## config.mk

```make
export PLATFORM = sky130hd
export DESIGN_NAME = thmc_front
export DESIGN_NICKNAME = d
export VERILOG_FILES = /design/src/hw/rtl/thmc_pkg.sv /design/src/hw/rtl/thmc_front.sv
export SDC_FILE = /design/constraint.sdc
export NUM_CORES = 1
export LEC_CHECK = 0
export CAP_MARGIN = 20
export CORE_MARGIN = 4
export CORE_UTILIZATION = 50
export DETAILED_ROUTE_END_ITERATION = 12
export DONT_BUFFER_PORTS = 1
export PLACE_DENSITY = 0.61
export SLEW_MARGIN = 10
export SYNTH_ARGS = -nofsm -noshare
export SYNTH_HDL_FRONTEND = slang
export SYNTH_SLANG_ARGS = --single-unit
```

## constraint.sdc

```tcl
create_clock -name i_clk -period 5.6 [get_ports i_clk]
set_clock_uncertainty 0.1 [all_clocks]
set_input_delay 0.56 -clock i_clk [delete_from_list [all_inputs] [get_ports i_clk]]
set_output_delay 0.56 -clock i_clk [all_outputs]
set_load 0.01 [all_outputs]
```

## src/hw/rtl/thmc_pkg.sv

```systemverilog
package thmc_pkg;

    localparam int HANDLE_W = 16;
    localparam int ADDR_W   = 32;
    localparam int SRC_W    = 3;

    // result source codes
    localparam logic [SRC_W-1:0] SRC_HOT    = 3'd0;
    localparam logic [SRC_W-1:0] SRC_TABLE  = 3'd1;
    localparam logic [SRC_W-1:0] SRC_NEW    = 3'd2;
    localparam logic [SRC_W-1:0] SRC_FAIL   = 3'd3;
    localparam logic [SRC_W-1:0] SRC_BYPASS = 3'd4;

    // classified request as it travels from front to back
    typedef struct packed {
        logic                bypass;
        logic [HANDLE_W-1:0] handle;
        logic                mapper_ok;
        logic [ADDR_W-1:0]   mapper_addr;
    } t_req;

    // one stored mapping
    typedef struct packed {
        logic [HANDLE_W-1:0] handle;
        logic [ADDR_W-1:0]   addr;
    } t_entry;

endpackage

```

## src/hw/rtl/thmc_front.sv

```systemverilog
module thmc_front
    import thmc_pkg::*;
(
    input  logic                i_clk,
    input  logic                i_rst_n,
    input  logic                i_cache_enable,
    input  logic                i_valid,
    output logic                o_ready,
    input  logic [HANDLE_W-1:0] i_handle,
    input  logic                i_mapper_ok,
    input  logic [ADDR_W-1:0]   i_mapper_addr,
    output logic                o_head_valid,
    output t_req                o_head,
    input  logic                i_pop
);

    t_req       r_slot [2];
    logic       r_wr_ptr, n_wr_ptr;
    logic       r_rd_ptr, n_rd_ptr;
    logic [1:0] r_count, n_count;
    logic       push;
    t_req       req;

    assign o_ready      = (r_count != 2'd2);
    assign push         = i_valid && o_ready;
    assign o_head_valid = (r_count != 2'd0);
    assign o_head       = r_slot[r_rd_ptr];

    // classify: bypass is fixed by the enable at accept time
    always_comb begin
        req.bypass      = !i_cache_enable;
        req.handle      = i_handle;
        req.mapper_ok   = i_mapper_ok;
        req.mapper_addr = i_mapper_addr;
    end

    always_comb begin
        n_wr_ptr = push ? !r_wr_ptr : r_wr_ptr;
        n_rd_ptr = i_pop ? !r_rd_ptr : r_rd_ptr;
        n_count  = r_count + {1'b0, push} - {1'b0, i_pop};
    end

    always_ff @(posedge i_clk) begin
        if (!i_rst_n) begin
            r_wr_ptr <= 1'b0;
            r_rd_ptr <= 1'b0;
            r_count  <= 2'd0;
        end else begin
            r_wr_ptr <= n_wr_ptr;
            r_rd_ptr <= n_rd_ptr;
            r_count  <= n_count;
        end
    end

    always_ff @(posedge i_clk) begin
        if (push) begin
            r_slot[r_wr_ptr] <= req;
        end
    end

endmodule

```

**Yosys cells after proc, flatten, opt, wreduce, memory -nomap -nowiden**

Memories as Yosys holds them, arrays and structs flattened. A register that Yosys moved wholly into a read port is not among the register bits.
Index checks and enable logic that the tools add are counted.

- Multiply operators: 0
- Shift operators: 0
- Div/mod/pow operators: 0
- Reduce and logical (&&, ||, !) cells: 5
- $lt $le $gt $ge: 0
- Muxes and demuxes: 4
- $add $sub $neg: 2
- Bitwise operators: 0
- Equality and inequality tests: 1

Operator list:

| cell | number |
|---|---|
| 2-to-1 mux 1 bit | 4 |
| logical NOT 1 bit | 3 |
| adder 2 x 1 -> 2 bit | 1 |
| inequality test 2 bit, second input constant | 1 |
| nonzero test 2 bit | 1 |
| subtractor 2 x 1 -> 2 bit | 1 |
| logical AND 1 bit | 1 |

- Latch bits: 0
- Flip-flop bits (word level): 4
- Output and inout bits: 52
- Logic and storage cells: 16
- Bits in read-only memories: 0
- Input port bits: 54
- Memory bits (writable): 100
- Memories kept: 1

Memory list:

| memory | words | width | rd ports | clocked after memory_dff | write ports | RTL line | RTL |
|---|---|---|---|---|---|---|---|
| r_slot | 2 | 50 | 1 | 1 | 1 | thmc_front.sv:17 | `t_req r_slot [2];` |

**Logic depth before layout (Yosys ltp)**

Gate-level depths: netlist of run 1.

- Word-level depth: 4
- Gate-level depth with buffers: 7
- Mapped depth without buffers: 7

**Least setup slack after synthesis of run 1**

OpenSTA, ideal clock, no wires.

- Kind: register to register
- From: register r_count[0]
- To: memory r_slot[1][0] in the netlist's numbering (enable)
- Data arrival time: 1.862 ns
- Period minus slack after synthesis: 2.375 ns
- Slack: 3.225 ns
- Cell stages (with the launch flop): 3
- Setup time: 0.413 ns
- Required time: 5.087 ns
- Path buffers: 0
- Path through: dfxtp_1 nand2b_1 and3_1

- Word-level cells in the longest chain between the ends: 4

Ends and longest elaborated chain:

| element | RTL line | RTL |
|---|---|---|
| from (decl) | thmc_front.sv:20 | `logic [1:0] r_count, n_count;` |
| from (signal assigned) | thmc_front.sv:51 | `r_count <= n_count;` |
| inequality test 2 bit | thmc_front.sv:24 | `assign o_ready = (r_count != 2'd2);` |
| via o_ready | thmc_front.sv:8 | `output logic o_ready,` |
| logical AND 1 bit | thmc_front.sv:25 | `assign push = i_valid && o_ready;` |
| 2-to-1 mux 1 bit | thmc_front.sv:56 | `if (push) begin` |
| 2-to-1 mux 1 bit (not written as such) | thmc_front.sv:57 | `r_slot[r_wr_ptr] <= req;` |
| to (decl) | thmc_front.sv:17 |  |

The timed path passes the listed nets, and every way through them passes these cells.

==> results_dict.tcl, run 1 <==
set metrics [dict create \
    run_status "completed" \
    predominant_post_synthesis_flop_cell "edfxtp_1" \
    io_buffers 0 \
    report.final.setup_viol 0 \
    power_density_nw_per_um2 364.9 \
    critical_path.endpoint "o_head[33]" \
    crit_arrival_ps 1560 \
    wl_per_cell_um 21.02 \
    synth.lib_cells_used.distinct 24 \
    dpl_worst_slack_ps 3339 \
    timing_worst_setup_path_type "reg2out" \
    ff_to_ff_setup_slack_ps 3670 \
    critical_path.reg2reg.endpoint "r_slot[0][40]$_DFFE_PP_" \
    crit_fanout 38 \
    avgSynthCellArea_um2 20.97 \
    fmax_ghz 0.4505 \
    worstSkewPairLatency_ps 340 \
    netlist.top_cell.by_area "edfxtp_1" \
    globalplace.congestion 0.6199 \
    layout.area.seq_um2 3104 \
    clockRootBuffer "clkbuf_8" \
    post_cts.repair.setup_buffers 0 \
    multi_input_comb_area_um2 723.2 \
    grt_start_max_net_pins 51 \
    synth_top_area_frac 0.7742 \
    drt_pass1_iterations 3 \
    n_diodes 0 \
    routed_via_density 5.367 \
    die-area_um2 9230 \
    aggregate_global_routing_overflow 0 \
    synth-async-reset-ratio 0 \
    hold-worst-slack_ps 202.4 \
    final_worst_path_cycle_share 0.3964 \
    required_time_at_the_endpoint_of_the_critical_path_ps 4940 \
    kind_of_end_point_of_the_critical_path "output pin" \
    core.rowCount 31 \
    critical_path.startpoint_type "flip-flop" \
    placeableCoreArea_um2 7408 \
    slew_viol_final 0 \
    vias 1594 \
    syn-instance-count 185 \
    fp.dieH_um 96.08 \
    cts_tree "built" \
    hold_path.class "in2reg" \
    clk_transition_reported_paths_ps 100 \
    reg2reg_from "r_count[0]$_SDFF_PN0_" \
    flow.area_growth_from_synthesis_pct 8.097 \
    synth.yosys.seq_area_share 0.8000 \
    first_global_vias 1713 \
    synthesized_nets 240 \
    netlist_area_um2 3879 \
    clock_path_buffers 2 \
    cts_sink_cnt 105 \
    synth_enable_flop_cells 100 \
    final_nets 248 \
    cts.hold.buffers_added 0 \
    detail_route.drc_violations 0 \
    synth_top_cells_by_area "edfxtp_1 (77%), mux2_2 (13%), dfxtp_1 (2.6%)" \
    die_width_um 96.08 \
    post-synth-top-count-cell "edfxtp_1" \
    leakagePower_nw 1.359 \
    drt_iter0_markers 57 \
    start_util 0.5236 \
    worst_r2r_path_depth 4 \
    peakVddDrop_mv 0.1682 \
    drive_above_1_share 0.3485 \
    grt_antenna_before_repair 0 \
    synthTopCellsByCount "edfxtp_1 (100), mux2_2 (46), buf_4 (5), dfxtp_1 (5), mux2_1 (4)" \
    max_capacitance_violation_total 0 \
    setup_ws_ps 3380 \
    routed_wirelength_um 6244 \
    report.final.hold_viol_count 0 \
    slew_headroom 0.6361 \
    ctsHtreeMaxLevel 3 \
    numCtsBuffers 9 \
    first_pass_grt_wire_length_um 8983 \
    post_cts_resized 0 \
    fillerInstances 571 \
    timing.setup.tns_ps 0 \
    boundaryPins 106 \
    synth-seq-cells 105 \
    grt_usage 0.1365 \
    grt_setup_unrepaired "false" \
    final_period_minus_worst_setup_slack_ps 2220 \
    tightest_slew_ps 545.0 \
    yosysWarnings 0 \
    fin_total_pwr_mw 1.530 \
    drt.antenna.violating_nets 0 \
]
critical path, stage by stage (launching register included):
cell,delay (ps)
dfxtp_2,540
buf_12,280
mux2_2,400
report_power, final:
part           internal, mW  switching [mW]
clock network         0.163           0.237
registers             0.938          0.0210
logic                0.0681           0.103
sequential cells by signal, summed over array words and instances (netlist names), named ones only:
register,cells
r_wr_ptr,1
r_slot,100
r_count,2
r_rd_ptr,1
stage by stage:
stage	utilization	instance area, um^2	instances
2_1_floorplan	-	3879	185
3_3_place_gp	0.5349	3963	278
3_5_place_dp	0.5349	3963	278
4_1_cts	0.5578	4133	294
5_1_grt	0.5660	4193	297
6_report	0.5660	4193	297
how the worst min path moves through the flow:
stage	startpoint	to	slack [ps]	depth (start not counted)
5_1_grt	i_mapper_addr[26]	r_slot[0][26]$_DFFE_PP_	170	0
2_1_floorplan	r_wr_ptr$_SDFFE_PN0P_	r_wr_ptr$_SDFFE_PN0P_	420	2
6_report	i_mapper_addr[0]	r_slot[0][0]$_DFFE_PP_	200	0
3_5_place_dp	r_rd_ptr$_SDFFE_PN0P_	flip-flop	460	2
4_1_cts	i_mapper_addr[26]	r_slot[1][26]$_DFFE_PP_	180	0
3_3_place_gp	r_wr_ptr$_SDFFE_PN0P_	r_wr_ptr$_SDFFE_PN0P_	450	2
per-layer routing:
metal  GRT usage  wire length [um]  part of all wire
met1      0.1415              2106              0.34
met2      0.2329              3366              0.54
met3     0.06411               663              0.11
met4     0.06398               108             0.017
met5           0                 0                 0
cell families after synthesis:
logic type | after synthesis | synth area share
flops | 105 | 0.8000
fa+ha+maj | 1 | 0.003225
compound gates | 5 | 0.01161
buf+inv | 9 | 0.01387
simple gates | 12 | 0.01903
mux | 51 | 0.1477
xor+xnor | 2 | 0.004517
cell type report:
type | instances | area share
Sequential cell | 105 | 0.7404
Multi-Input combinational cell | 71 | 0.1725
Clock buffer | 10 | 0.03044
Tap cell | 99 | 0.02954
Timing Repair Buffer | 3 | 0.01432
Clock inverter | 6 | 0.01015
Inverter | 3 | 0.002686
cell usage in the layout, fill, tap and decap left out, types with 2 or more instances in the layout:
cell      instances
dfxtp_1           4
nand3b_1          2
clkbuf_8          9
clkinv_4          2
edfxtp_1        100
inv_1             2
mux2_1            4
mux2_2           46
buf_12            3
nand2_1           2
and2_1            3
(Power assumes the default switching activity.)
==> run 2, diff against run 1 <==
ABC_AREA = 1   (was default)
clock period = 2.25 ns   (was 5.6 ns; I/O delays follow)
==> results_dict.tcl, run 2 <==
set metrics [dict create \
    run_status "completed" \
    routed_via_density 5.050 \
    grt_setup_unrepaired "false" \
    drt_iter0_markers 42 \
    routed_wirelength_um 6553 \
    post-synth-top-count-cell "edfxtp_1" \
    layout.area.seq_um2 3107 \
    synth-seq-cells 105 \
    top_register "r_slot" \
    detailedPlacementHpwl_um 4431 \
    layout.cells.most_common_list "edfxtp_1 (100), dlygate4sd3_1 (53), mux2_4 (50)" \
    cts.hold.buffers_added 53 \
    peakVddDrop_mv 0.4894 \
    predominant_post_synthesis_flop_cell "edfxtp_1" \
    timing_worst_setup_path_type "reg2out" \
    n_diodes 0 \
    finalInstanceArea_um2 4910 \
    fillerInstances 556 \
    first_global_vias 1944 \
    synth_enable_flop_cells 100 \
    synthesized_nets 244 \
    post_cts_resized 0 \
    cts_tree "built" \
    reg.largest.list "r_slot x100, r_count x2" \
    core.rowCount 32 \
    yosysWarnings 0 \
    required_time_at_the_endpoint_of_the_critical_path_ps 1920 \
    netlist_area_um2 4101 \
    hold_path.class "in2reg" \
    power_density_nw_per_um2 825.4 \
    dp.cells 291 \
    wl_per_cell_um 18.20 \
    synth-async-reset-ratio 0 \
    critical_path.startpoint_type "flip-flop" \
    timing.setup.tns_ps 0 \
    multi_input_comb_area_um2 872.1 \
    finish.cell_count_without_fillers 360 \
    most_common_cell_after_layout_fill_and_taps_aside "edfxtp_1" \
    crit_fanout 30 \
    cp_slowest_stage_delay_ps 450 \
    die-area_um2 9716 \
    report.final.hold_viol_count 0 \
    fin_total_pwr_mw 4.052 \
    clk_transition_reported_paths_ps 100 \
    post_cts.repair.setup_buffers 0 \
    syn-instance-count 189 \
    drt_pass1_iterations 4 \
    clock_path_buffers 2 \
    globalplace.congestion 0.6536 \
    dpl_cell_area_um2 4194 \
    first_pass_grt_wire_length_um 10180 \
    placeableCoreArea_um2 7848 \
    grt_start_max_net_pins 38 \
    leakagePower_nw 1.788 \
    numCtsBuffers 9 \
    tightest_slew_ps 546.8 \
    detail_route.drc_violations 0 \
    boundaryPins 106 \
    avgSynthCellArea_um2 21.70 \
    fmax_ghz 0.5362 \
    crit_arrival_ps 1540 \
    drt.antenna.violating_nets 0 \
    io_buffers 0 \
    flow.area_growth_from_synthesis_pct 19.71 \
    report.final.setup_viol 0 \
    die_width_um 98.57 \
    aggregate_global_routing_overflow 0 \
    path_cells "buf_4 > mux2_4" \
    synthTopCellsByCount "edfxtp_1 (100), mux2_4 (50), inv_1 (8), nand2_1 (8)" \
    final_nets 308 \
    ff_to_ff_setup_slack_ps 470 \
    worstSkewPairLatency_ps 340 \
    cts_sink_cnt 105 \
    synth_top_area_frac 0.7322 \
    worst_path_bufs_invs 1 \
    synth.lib_cells_used.distinct 14 \
    ctsHtreeMaxLevel 3 \
    slew_headroom 0.6355 \
    fp.dieH_um 98.57 \
    worst_r2r_path_depth 5 \
    final_period_minus_worst_setup_slack_ps 1865 \
    max_capacitance_violation_total 0 \
    cp.depth 2 \
    cp_delay_by_family_top "buffers and inverters" \
    grt_antenna_before_repair 0 \
    kind_of_end_point_of_the_critical_path "output pin" \
    grt_usage 0.1376 \
    largest_reg_flops 100 \
    synth.yosys.seq_area_share 0.7566 \
    drive_above_1_share 0.2984 \
    synth_top_cells_by_area "edfxtp_1 (73%), mux2_4 (18%), buf_12 (2.4%)" \
    start_util 0.5226 \
    netlist.top_cell.by_area "edfxtp_1" \
    timing.critical_path.slowest_stage_cell "buf_4" \
    final_worst_path_cycle_share 0.8289 \
    slew_viol_final 0 \
    vias 1818 \
    clockRootBuffer "clkbuf_8" \
    worst_hold_stages 3 \
]
-- run 2: changes by cell type in the layout (fill, tap and decap cells not counted), sizes merged, moves of 2 or more --
| cell | change |
|---|---|
| nand2 | +7 |
| a21boi | -2 |
| nand3b | -2 |
| buf | +3 |
| dlygate4sd3 | +53 |
| a21oi | +2 |
| nor2 | +4 |
| inv | +7 |
| and2 | -3 |
-- run 2: cell type report --
class	instances	share of cell area
clock buffers	9	0.02523
clock inverters	7	0.01249
multi-input cells	70	0.1776
flip-flops and latches	105	0.6328
inverters	8	0.006116
well taps	102	0.02599
repair buffers	59	0.1198
-- run 2: path summary, 6_finish.rpt --
| kind | to | from |
|---|---|---|
| setup reg to reg | r_slot[1][7]$_DFFE_PP_ | r_count[0]$_SDFF_PN0_ |
| setup / recovery | o_head[4] | flip-flop |
| hold / removal | r_count[1]$_SDFF_PN0_ | i_valid |
| hold reg to reg | flip-flop | r_rd_ptr$_SDFFE_PN0P_ |
-- run 2: power by group --
group,leakage [nW],total (mW),internal [mW],switching [mW]
registers,0.975,2.37,2.33,0.0448
logic,0.719,0.613,0.295,0.318
clock network,0.0936,1.07,0.424,0.643
-- run 2: per-stage QoR --
stage | util | hold WS [ps] | setup slack, ps
after floorplan | - | 218.5 | 319.8
after global placement | 0.5344 | 221.7 | 616.2
after detailed placement | 0.5344 | 224.0 | 477.8
after CTS | 0.6256 | 74.62 | 348.0
after global routing | 0.6256 | 104.5 | 306.4
final | 0.6256 | 96.91 | 385.0
-- run 2: layer usage --
metal / vias to the layer above / track usage / wire length [um]
met2: 63 / 0.2465 / 3523
met4: 0 / 0.05357 / 88
met1: 898 / 0.1503 / 2480
met3: 8 / 0.04600 / 461
met5: - / 0 / 0
li1: 849 / - / -
-- run 2: cells by family after synthesis --
kind of cell | count (synthesis) | synth area share
AND/OR/NAND/NOR | 15 | 0.01617
flip-flops | 105 | 0.7566
buffers and inverters | 14 | 0.03447
adder cells (fa/ha/maj) | 1 | 0.003050
AO/OA/AOI/OAI | 2 | 0.002441
multiplexers | 50 | 0.1830
XOR/XNOR | 2 | 0.004272
-- run 2: worst reg2reg max path: cells and delay by family, from the launching register on --
family / cells / cell delay (ps)
and+or+nand+nor: 3 / 460
DFF: 1 / 360
buffers and inverters: 2 / 500
